===== src/sv/ssdd_pkg.sv =====
`timescale 1ns / 1ps
// ssdd_pkg: shared types, register indexes and segment tables of the
// segment scan display driver. No dependencies.

package ssdd_pkg;

    localparam int CFG_IDX_BITS = 3;
    localparam int SLOT_BITS    = 3;
    localparam int STEP_BITS    = 3;
    localparam int SEG_BITS     = 3;

    localparam logic [CFG_IDX_BITS-1:0] CFG_BIG_NUMBER    = 3'd0;
    localparam logic [CFG_IDX_BITS-1:0] CFG_RANGE_START   = 3'd1;
    localparam logic [CFG_IDX_BITS-1:0] CFG_RANGE_END     = 3'd2;
    localparam logic [CFG_IDX_BITS-1:0] CFG_BLANK         = 3'd3;
    localparam logic [CFG_IDX_BITS-1:0] CFG_HYPHEN_HIDDEN = 3'd4;
    localparam logic [CFG_IDX_BITS-1:0] CFG_DWELL_TICKS   = 3'd5;

    localparam logic [SLOT_BITS-1:0] SLOT_BIG_UNITS    = 3'd0;
    localparam logic [SLOT_BITS-1:0] SLOT_BIG_TENS     = 3'd1;
    localparam logic [SLOT_BITS-1:0] SLOT_BIG_HUNDREDS = 3'd2;
    localparam logic [SLOT_BITS-1:0] SLOT_END_UNITS    = 3'd3;
    localparam logic [SLOT_BITS-1:0] SLOT_END_TENS     = 3'd4;
    localparam logic [SLOT_BITS-1:0] SLOT_BEGIN_UNITS  = 3'd5;
    localparam logic [SLOT_BITS-1:0] SLOT_BEGIN_TENS   = 3'd6;
    localparam logic [SLOT_BITS-1:0] SLOT_NONE         = 3'd7;

    localparam logic [9:0] BIG_MAX       = 10'd999;
    localparam logic [4:0] RANGE_LIMIT   = 5'd20;
    localparam logic [4:0] RANGE_TEN     = 5'd10;
    localparam int         HYPHEN_BIT    = 7;

    typedef struct packed {
        logic [9:0]  big_number;
        logic [4:0]  range_start;
        logic [4:0]  range_end;
        logic        blank;
        logic        hyphen_hidden;
        logic [15:0] dwell_ticks;
    } t_cfg;

    typedef struct packed {
        logic [SLOT_BITS-1:0] digit_select;
        logic [7:0]           segment_drive;
        logic                 pass_done;
    } t_scan_out;

    // number of lit segments of a numeral
    function automatic logic [STEP_BITS-1:0] seg_count(input logic [3:0] d);
        logic [STEP_BITS-1:0] c;
        unique case (d)
            4'd0:    c = 3'd6;
            4'd1:    c = 3'd2;
            4'd2:    c = 3'd5;
            4'd3:    c = 3'd5;
            4'd4:    c = 3'd4;
            4'd5:    c = 3'd5;
            4'd6:    c = 3'd6;
            4'd7:    c = 3'd3;
            4'd8:    c = 3'd7;
            4'd9:    c = 3'd6;
            default: c = 3'd0;
        endcase
        return c;
    endfunction

    // segment lit at a given step of a numeral
    function automatic logic [SEG_BITS-1:0] seg_code(input logic [3:0] d,
                                                     input logic [STEP_BITS-1:0] step);
        logic [7:0][SEG_BITS-1:0] row;
        unique case (d)
            4'd0: row = {3'd0, 3'd0, 3'd6, 3'd5, 3'd4, 3'd2, 3'd1, 3'd0};
            4'd1: row = {3'd0, 3'd0, 3'd0, 3'd0, 3'd0, 3'd0, 3'd4, 3'd1};
            4'd2: row = {3'd0, 3'd0, 3'd0, 3'd6, 3'd5, 3'd3, 3'd1, 3'd0};
            4'd3: row = {3'd0, 3'd0, 3'd0, 3'd6, 3'd4, 3'd3, 3'd1, 3'd0};
            4'd4: row = {3'd0, 3'd0, 3'd0, 3'd0, 3'd4, 3'd3, 3'd1, 3'd2};
            4'd5: row = {3'd0, 3'd0, 3'd0, 3'd6, 3'd4, 3'd3, 3'd2, 3'd0};
            4'd6: row = {3'd0, 3'd0, 3'd6, 3'd5, 3'd4, 3'd3, 3'd2, 3'd0};
            4'd7: row = {3'd0, 3'd0, 3'd0, 3'd0, 3'd0, 3'd4, 3'd1, 3'd0};
            4'd8: row = {3'd0, 3'd6, 3'd5, 3'd4, 3'd3, 3'd2, 3'd1, 3'd0};
            4'd9: row = {3'd0, 3'd0, 3'd6, 3'd4, 3'd3, 3'd2, 3'd1, 3'd0};
            default: row = '0;
        endcase
        return row[step];
    endfunction

endpackage


===== src/sv/ssdd_scan.sv =====
`timescale 1ns / 1ps
// ssdd_scan: scan position, segment step and dwell counter with the
// output decode of the current position. Depends on ssdd_pkg.

module ssdd_scan #(
    parameter int DWELL_BITS = 16
) (
    input  logic               i_clk,
    input  logic               i_rst_n,
    input  ssdd_pkg::t_cfg     i_cfg,
    input  logic               i_fire,
    input  logic               i_tick,
    output ssdd_pkg::t_scan_out o_res
);

    localparam int WW = (DWELL_BITS > 16 ? DWELL_BITS : 16) + 1;
    localparam logic [WW-1:0] MAXC = WW'((64'd1 << DWELL_BITS) - 64'd1);

    logic [ssdd_pkg::SLOT_BITS-1:0] r_slot, n_slot;
    logic [ssdd_pkg::STEP_BITS-1:0] r_step, n_step;
    logic [DWELL_BITS-1:0]          r_count, n_count;

    logic [9:0]  big;
    logic [17:0] prod10;
    logic [15:0] prod100;
    logic [6:0]  q10;
    logic [3:0]  q100;
    logic [9:0]  t10;
    logic [6:0]  t100;
    logic [3:0]  big_units, big_tens, end_units, start_units;
    logic        end_ok, start_ok;
    logic [7:0]  shown;
    logic [7:0][3:0] digit;

    logic [3:0]                     cur_digit;
    logic [ssdd_pkg::STEP_BITS-1:0] cur_cnt;
    logic                           cur_valid;
    logic [ssdd_pkg::SEG_BITS-1:0]  cur_seg;
    logic [3:0]                     step_inc;

    logic [WW-1:0] dwell_ext, dwell_eff, count_inc;

    logic                           later_found, first_found;
    logic [ssdd_pkg::SLOT_BITS-1:0] later_slot, first_slot, wrap_slot;

    function automatic logic [ssdd_pkg::SLOT_BITS-1:0] SLOT_BITS_CAST(input int v);
        return v[ssdd_pkg::SLOT_BITS-1:0];
    endfunction

    // digit split of the big number and the range ends, and the shown flag of each position
    always_comb begin
        big     = (i_cfg.big_number > ssdd_pkg::BIG_MAX) ? ssdd_pkg::BIG_MAX
                                                         : i_cfg.big_number;
        prod10  = 18'(big) * 18'd205;
        prod100 = 16'(big) * 16'd41;
        q10     = 7'(prod10 >> 11);
        q100    = 4'(prod100 >> 12);
        t10     = 10'(q10) * 10'd10;
        t100    = 7'(q100) * 7'd10;
        big_units = 4'(big - t10);
        big_tens  = 4'(q10 - t100);
        end_units   = 4'((i_cfg.range_end >= ssdd_pkg::RANGE_TEN)
                         ? i_cfg.range_end - ssdd_pkg::RANGE_TEN : i_cfg.range_end);
        start_units = 4'((i_cfg.range_start >= ssdd_pkg::RANGE_TEN)
                         ? i_cfg.range_start - ssdd_pkg::RANGE_TEN : i_cfg.range_start);
        end_ok   = (i_cfg.range_end != 5'd0) && (i_cfg.range_end < ssdd_pkg::RANGE_LIMIT);
        start_ok = (i_cfg.range_start != 5'd0)
                   && (i_cfg.range_start < ssdd_pkg::RANGE_LIMIT);

        shown[ssdd_pkg::SLOT_BIG_UNITS]    = big != 10'd0;
        shown[ssdd_pkg::SLOT_BIG_TENS]     = big > 10'd9;
        shown[ssdd_pkg::SLOT_BIG_HUNDREDS] = big > 10'd99;
        shown[ssdd_pkg::SLOT_END_UNITS]    = end_ok;
        shown[ssdd_pkg::SLOT_END_TENS]     = end_ok && (i_cfg.range_end >= ssdd_pkg::RANGE_TEN);
        shown[ssdd_pkg::SLOT_BEGIN_UNITS]  = start_ok;
        shown[ssdd_pkg::SLOT_BEGIN_TENS]   = start_ok
                                             && (i_cfg.range_start >= ssdd_pkg::RANGE_TEN);
        shown[ssdd_pkg::SLOT_NONE]         = 1'b0;
        if (i_cfg.blank) begin
            shown = '0;
        end

        digit[ssdd_pkg::SLOT_BIG_UNITS]    = big_units;
        digit[ssdd_pkg::SLOT_BIG_TENS]     = big_tens;
        digit[ssdd_pkg::SLOT_BIG_HUNDREDS] = q100;
        digit[ssdd_pkg::SLOT_END_UNITS]    = end_units;
        digit[ssdd_pkg::SLOT_END_TENS]     = 4'd1;
        digit[ssdd_pkg::SLOT_BEGIN_UNITS]  = start_units;
        digit[ssdd_pkg::SLOT_BEGIN_TENS]   = 4'd1;
        digit[ssdd_pkg::SLOT_NONE]         = 4'd0;
    end

    // next shown position after the current one, else first of the pass
    always_comb begin
        later_found = 1'b0;
        later_slot  = '0;
        first_found = 1'b0;
        first_slot  = '0;
        for (int s = 6; s >= 0; s--) begin
            if (shown[s]) begin
                first_found = 1'b1;
                first_slot  = SLOT_BITS_CAST(s);
                if (SLOT_BITS_CAST(s) > r_slot) begin
                    later_found = 1'b1;
                    later_slot  = SLOT_BITS_CAST(s);
                end
            end
        end
        wrap_slot = first_found ? first_slot : ssdd_pkg::SLOT_BIG_UNITS;
    end

    always_comb begin
        cur_digit = digit[r_slot];
        cur_cnt   = ssdd_pkg::seg_count(cur_digit);
        cur_seg   = ssdd_pkg::seg_code(cur_digit, r_step);
        cur_valid = shown[r_slot] && (r_step <= cur_cnt);
        step_inc  = {1'b0, r_step} + 4'd1;

        dwell_ext = WW'(i_cfg.dwell_ticks);
        priority if (dwell_ext == '0) begin
            dwell_eff = WW'(1);
        end else if (dwell_ext > MAXC) begin
            dwell_eff = MAXC;
        end else begin
            dwell_eff = dwell_ext;
        end
        count_inc = WW'(r_count) + WW'(1);

        o_res.digit_select  = ssdd_pkg::SLOT_NONE;
        o_res.segment_drive = '0;
        o_res.pass_done     = 1'b0;
        if (cur_valid) begin
            o_res.digit_select = r_slot;
            if (r_step < cur_cnt) begin
                o_res.segment_drive[6:0] = 7'd1 << cur_seg;
            end
            if ((r_slot == ssdd_pkg::SLOT_END_UNITS || r_slot == ssdd_pkg::SLOT_END_TENS)
                && !i_cfg.hyphen_hidden) begin
                o_res.segment_drive[ssdd_pkg::HYPHEN_BIT] = 1'b1;
            end
        end

        n_slot  = r_slot;
        n_step  = r_step;
        n_count = r_count;
        if (i_tick) begin
            priority if (!cur_valid || (count_inc >= dwell_eff
                                        && step_inc > {1'b0, cur_cnt})) begin
                n_step  = '0;
                n_count = '0;
                n_slot  = later_found ? later_slot : wrap_slot;
                o_res.pass_done = !later_found;
            end else if (count_inc < dwell_eff) begin
                n_count = count_inc[DWELL_BITS-1:0];
            end else begin
                n_count = '0;
                n_step  = step_inc[ssdd_pkg::STEP_BITS-1:0];
            end
        end
    end

    always_ff @(posedge i_clk) begin
        if (!i_rst_n) begin
            r_slot  <= ssdd_pkg::SLOT_BIG_UNITS;
            r_step  <= '0;
            r_count <= '0;
        end else if (i_fire) begin
            r_slot  <= n_slot;
            r_step  <= n_step;
            r_count <= n_count;
        end
    end

endmodule


===== src/sv/segment_scan_display_driver_core.sv =====
`timescale 1ns / 1ps
// segment_scan_display_driver_core: top level with configuration registers,
// input stage and result register. Depends on ssdd_pkg and ssdd_scan.

// Each tick transfer yields one result transfer, passing the input register and then
// the result register; one tick is taken every clock while results are drained, the
// rate being set by the update of the scan counters between the input register and the
// result register. While a result is held by i_out_stall, the input is stalled in
// the same clock once the input register holds a tick. Configuration writes are
// always ready and take effect on the next tick.

module segment_scan_display_driver_core #(
    parameter int DWELL_BITS = 16
) (
    input  logic        i_clk,
    input  logic        i_rst_n,
    input  logic        i_in_valid,
    output logic        o_in_stall,
    input  logic        i_tick,
    output logic        o_out_valid,
    input  logic        i_out_stall,
    output logic [2:0]  o_digit_select,
    output logic [7:0]  o_segment_drive,
    output logic        o_pass_done,
    input  logic        i_cfg_valid,
    output logic        o_cfg_ready,
    input  logic [ssdd_pkg::CFG_IDX_BITS-1:0] i_cfg_index,
    input  logic [15:0] i_cfg_data
);

    ssdd_pkg::t_cfg      r_cfg;
    ssdd_pkg::t_scan_out scan_res;
    logic                r_in_valid;
    logic                r_tick;
    logic                r_out_valid;
    logic                advance;

    assign o_cfg_ready = 1'b1;

    always_ff @(posedge i_clk) begin
        if (!i_rst_n) begin
            r_cfg.big_number    <= '0;
            r_cfg.range_start   <= '0;
            r_cfg.range_end     <= '0;
            r_cfg.blank         <= 1'b0;
            r_cfg.hyphen_hidden <= 1'b0;
            r_cfg.dwell_ticks   <= 16'd100;
        end else if (i_cfg_valid && o_cfg_ready) begin
            unique case (i_cfg_index)
                ssdd_pkg::CFG_BIG_NUMBER:    r_cfg.big_number    <= i_cfg_data[9:0];
                ssdd_pkg::CFG_RANGE_START:   r_cfg.range_start   <= i_cfg_data[4:0];
                ssdd_pkg::CFG_RANGE_END:     r_cfg.range_end     <= i_cfg_data[4:0];
                ssdd_pkg::CFG_BLANK:         r_cfg.blank         <= i_cfg_data[0];
                ssdd_pkg::CFG_HYPHEN_HIDDEN: r_cfg.hyphen_hidden <= i_cfg_data[0];
                ssdd_pkg::CFG_DWELL_TICKS:   r_cfg.dwell_ticks   <= i_cfg_data;
                default: ;
            endcase
        end
    end

    assign advance    = r_in_valid && (!r_out_valid || !i_out_stall);
    assign o_in_stall = r_in_valid && !advance;

    // input stage
    always_ff @(posedge i_clk) begin
        if (!i_rst_n) begin
            r_in_valid <= 1'b0;
        end else if (i_in_valid && !o_in_stall) begin
            r_in_valid <= 1'b1;
        end else if (advance) begin
            r_in_valid <= 1'b0;
        end
    end

    always_ff @(posedge i_clk) begin
        if (i_in_valid && !o_in_stall) begin
            r_tick <= i_tick;
        end
    end

    ssdd_scan #(
        .DWELL_BITS (DWELL_BITS)
    ) u_scan (
        .i_clk   (i_clk),
        .i_rst_n (i_rst_n),
        .i_cfg   (r_cfg),
        .i_fire  (advance),
        .i_tick  (r_tick),
        .o_res   (scan_res)
    );

    // result register
    always_ff @(posedge i_clk) begin
        if (!i_rst_n) begin
            r_out_valid <= 1'b0;
        end else if (advance) begin
            r_out_valid <= 1'b1;
        end else if (!i_out_stall) begin
            r_out_valid <= 1'b0;
        end
    end

    always_ff @(posedge i_clk) begin
        if (advance) begin
            o_digit_select  <= scan_res.digit_select;
            o_segment_drive <= scan_res.segment_drive;
            o_pass_done     <= scan_res.pass_done;
        end
    end

    assign o_out_valid = r_out_valid;

    a_dark_when_none: assert property (@(posedge i_clk) disable iff (!i_rst_n)
        o_out_valid && o_digit_select == ssdd_pkg::SLOT_NONE |-> o_segment_drive == 8'd0)
        else $error("segments lit with no digit enabled");

    a_one_segment: assert property (@(posedge i_clk) disable iff (!i_rst_n)
        o_out_valid |-> $onehot0(o_segment_drive[6:0]))
        else $error("more than one segment lit");

    a_hyphen_slot: assert property (@(posedge i_clk) disable iff (!i_rst_n)
        o_out_valid && o_segment_drive[ssdd_pkg::HYPHEN_BIT]
        |-> (o_digit_select == ssdd_pkg::SLOT_END_UNITS
             || o_digit_select == ssdd_pkg::SLOT_END_TENS))
        else $error("hyphen outside end digits");

    a_stall_cause: assert property (@(posedge i_clk) disable iff (!i_rst_n)
        o_in_stall |-> r_out_valid && i_out_stall)
        else $error("input stalled while result register free");

endmodule

===== config.mk =====
export PLATFORM = sky130hd
export DESIGN_NAME = segment_scan_display_driver_core
export DESIGN_NICKNAME = d
export VERILOG_FILES = /design/src/sv/ssdd_pkg.sv /design/src/sv/ssdd_scan.sv /design/src/sv/segment_scan_display_driver_core.sv
export SDC_FILE = /design/constraint.sdc
export NUM_CORES = 1
export LEC_CHECK = 0
export BUFFER_PORTS_ARGS = -buffer_cell sky130_fd_sc_hd__buf_2
export CORE_MARGIN = 5
export CORE_UTILIZATION = 45
export DETAILED_ROUTE_END_ITERATION = 16
export SLEW_MARGIN = 20
export SYNTH_ARGS = -nofsm -noshare
export SYNTH_HDL_FRONTEND = slang
export SYNTH_SLANG_ARGS = --single-unit

===== constraint.sdc =====
create_clock -name i_clk -period 19.9 [get_ports i_clk]
set_input_delay 0.995 -clock i_clk [delete_from_list [all_inputs] [get_ports i_clk]]
set_output_delay 0.995 -clock i_clk [all_outputs]
set_load 0.02 [all_outputs]

==> flow_summary.ini <==
[run_status]
status = complete, no violations

[drt]
first_pass_iters = 5
vias_per_cell = 5.52
final_antenna_net_count = 0
drt-initial-drc-count = 315
routed_wl_mm = 17.9
wl_per_cell_um = 15.6
vias = 6341
drc = 0

[synth]
synthCells = 914
synth_compound_area_frac = 0.176
yosysUniqueCellTypes = 79
synth_async_sr_flop_share = 0
ys_top_cells_by_area = ha_1, dfxtp_1, nand2_1
syn_avg_cell_area_um2 = 8.06
synthSimpleGateAreaFrac = 0.211
synth_xor_area_frac = 0.0435
synth_fa_ha_area_frac = 0.247
synth_top_family_by_area = adder cells
synth_top_area_share = 0.190
yosysSeqAreaShare = 0.221
synth_edf_count = 13
yosys_warnings = 0
synth_fp_nets = 1072
synth_seq_cells = 75
yosys-mux-area-fraction = 0.0275
synth_top_cell_by_area = ha_1
synth_area_um2 = 7370
synthFlopType = dfxtp_1

[die]
initial_core_util = 0.460
io_pins = 40
rows = 46
fp.dieH_um = 138
fp.dieArea_um2 = 19000
coreArea_um2 = 16000
die_x_um = 138

[timing]
finalWorstSetupSlack_ns = 10.29
final.setup.tns_ns = 0
rsz0062_at_grt = false
max_freq_mhz = 104
finalCritPeriodShare = 0.483
fin_skew_ns = 0.0109
worstMarginPinSlew_ns = 1.00
fin_hold_ws_ns = 0.453
maxSlewViolCount = 0
layout_min_cycle_time_ns = 9.61
setup_viol = 0
max-slew-margin-rel = 0.332
hold_violations = 0

[global_route]
grt_pass1_wl_mm = 29.5
antenna_found_initial = 0
grt_overflow = 0
grt_pass1_vias = 5931
grt_start_max_net_pins = 59
track_usage = 0.195

[setup_path]
crit_path_max_incr_delay_ns = 0.68
r2r_cells = 38
critPathLaunchType = register
cpMaxStageDelayCell = nor3_4
crit_family = adder cells
crit_required_ns = 20.17
cp-startpoint = r_cfg[33]
timing.rr.start = r_cfg[33]
critPathBufInv = 5
cp-end-kind = register
crit_path_frequent_cell = inv_1
timing.reg2reg.setup_slack_ns = 10.29
crit_cells = 38
path_class = register to register
critical_path.max_fanout = 19
reg2reg_to = u_scan.r_count[10]
arrival_ns = 9.87

[cells_and_area]
nets = 1086
layout_commonest_cell = nand2_1
final_area_um2 = 8010
area_delta_synth_final_pct = 8.73
drive_gt1_frac = 0.0868
n_antenna_cell = 0
fin_cells = 1149
final_cell_mix = nand2_1, ha_1, inv_1
fillers = 1596
multi_input_area_um2 = 5210
register_area_um2 = 1630
post-route-util = 0.501

[cts]
root_buffer = clkbuf_16
path_clk_slew_ns = 0.06
ctsHoldBuffers = 0
clock_sinks = 75
post_cts_resized = 0
cts_made_buffers = 9
insertion_delay_ns = 0.34
cts_buffer_depth = 2
post-cts-setup-buffer-count = 0
tritoncts = yes
cts_max_level = 3

[placed_design]
postPlaceCellArea_um2 = 7700
dp_hpwl_mm = 14.2
place.gp.congestion = 0.886
portBuffers = 38
placed_cells = 1133
place_ws_ns = 10.0

[worst_hold_path]
hold_start = u_scan.r_count[13]
whs_endpoint = u_scan.r_count[13]
hold_class = register to register
hold_depth = 2

[pwr]
leakagePower_nw = 3.70
vdd_drop_max_v = 0.0000410
p_total_mw = 0.441
powerDensity_nw_per_um2 = 55.1

[job]
drv_cap = 0
-- worst max path at each step --
stage,to,slack [ns]
floorplan,u_scan.r_count[11],11.45
global placement,u_scan.r_count[10],10.25
detailed placement,u_scan.r_count[10],10.0
CTS,u_scan.r_count[10],9.94
global route,u_scan.r_count[10],9.46
finish,u_scan.r_count[10],10.29
-- routing by layer --
metal | track usage | share of wire | up-vias
met2 | 0.292 | 0.43 | 121
met3 | 0.0410 | 0.046 | 20
met5 | 0 | 0 | -
met1 | 0.287 | 0.51 | 2953
li1 | - | - | 3247
met4 | 0.0510 | 0.015 | 0
-- power by group --
| group | leakage [nW] | switching, mW | internal [mW] | total [mW] |
|---|---|---|---|---|
| Clock | 0.153 | 0.0692 | 0.0993 | 0.168 |
| Sequential | 0.623 | 0.00480 | 0.159 | 0.164 |
| Combinational | 2.93 | 0.0668 | 0.0422 | 0.109 |
| Total | 3.70 | 0.141 | 0.301 | 0.441 |
-- state kept, by name, summed over array words and instances (netlist names) --
signal,cells
o_pass_done,1
o_digit_select,3
r_cfg,38
r_tick,1
o_segment_drive,8
o_out_valid,1
u_scan.r_step,3
r_in_valid,1
u_scan.r_count,16
u_scan.r_slot,3
-- worst min-delay path, delay by kind of cell, from the launching register on --
kind | cells | cell delay [ns]
AOI/OAI and AO/OA | 1 | 0.05
DFF | 1 | 0.31
and+or+nand+nor | 1 | 0.05
-- synthesized netlist by cell type, drive strengths merged (12+ instances only) --
master,count
xnor2,22
clkbuf,32
nand2,121
and3,14
mux2i,13
xor2,12
edfxtp,13
fa,21
nor2,61
inv,103
ha,112
o21ai,34
nand3,26
a21oi,74
o211ai,12
dfxtp,62
-- kinds of logic after synthesis --
family,Yosys count
DFF,75
adders and majority gates,133
muxes,17
xor gates and xnor gates,35
buffers and inverters,141
and+or+nand+nor,311
AOI/OAI and AO/OA,201
other,1
-- area by class of cell --
class,instances,area share
Timing Repair Buffer,40,0.0256
Inverter,104,0.0487
Multi-Input combinational cell,698,0.650
Clock buffer,9,0.0281
Sequential cell,75,0.204
Tap cell,216,0.0337
Clock inverter,7,0.0102
Power figures use the tool's default switching activity.
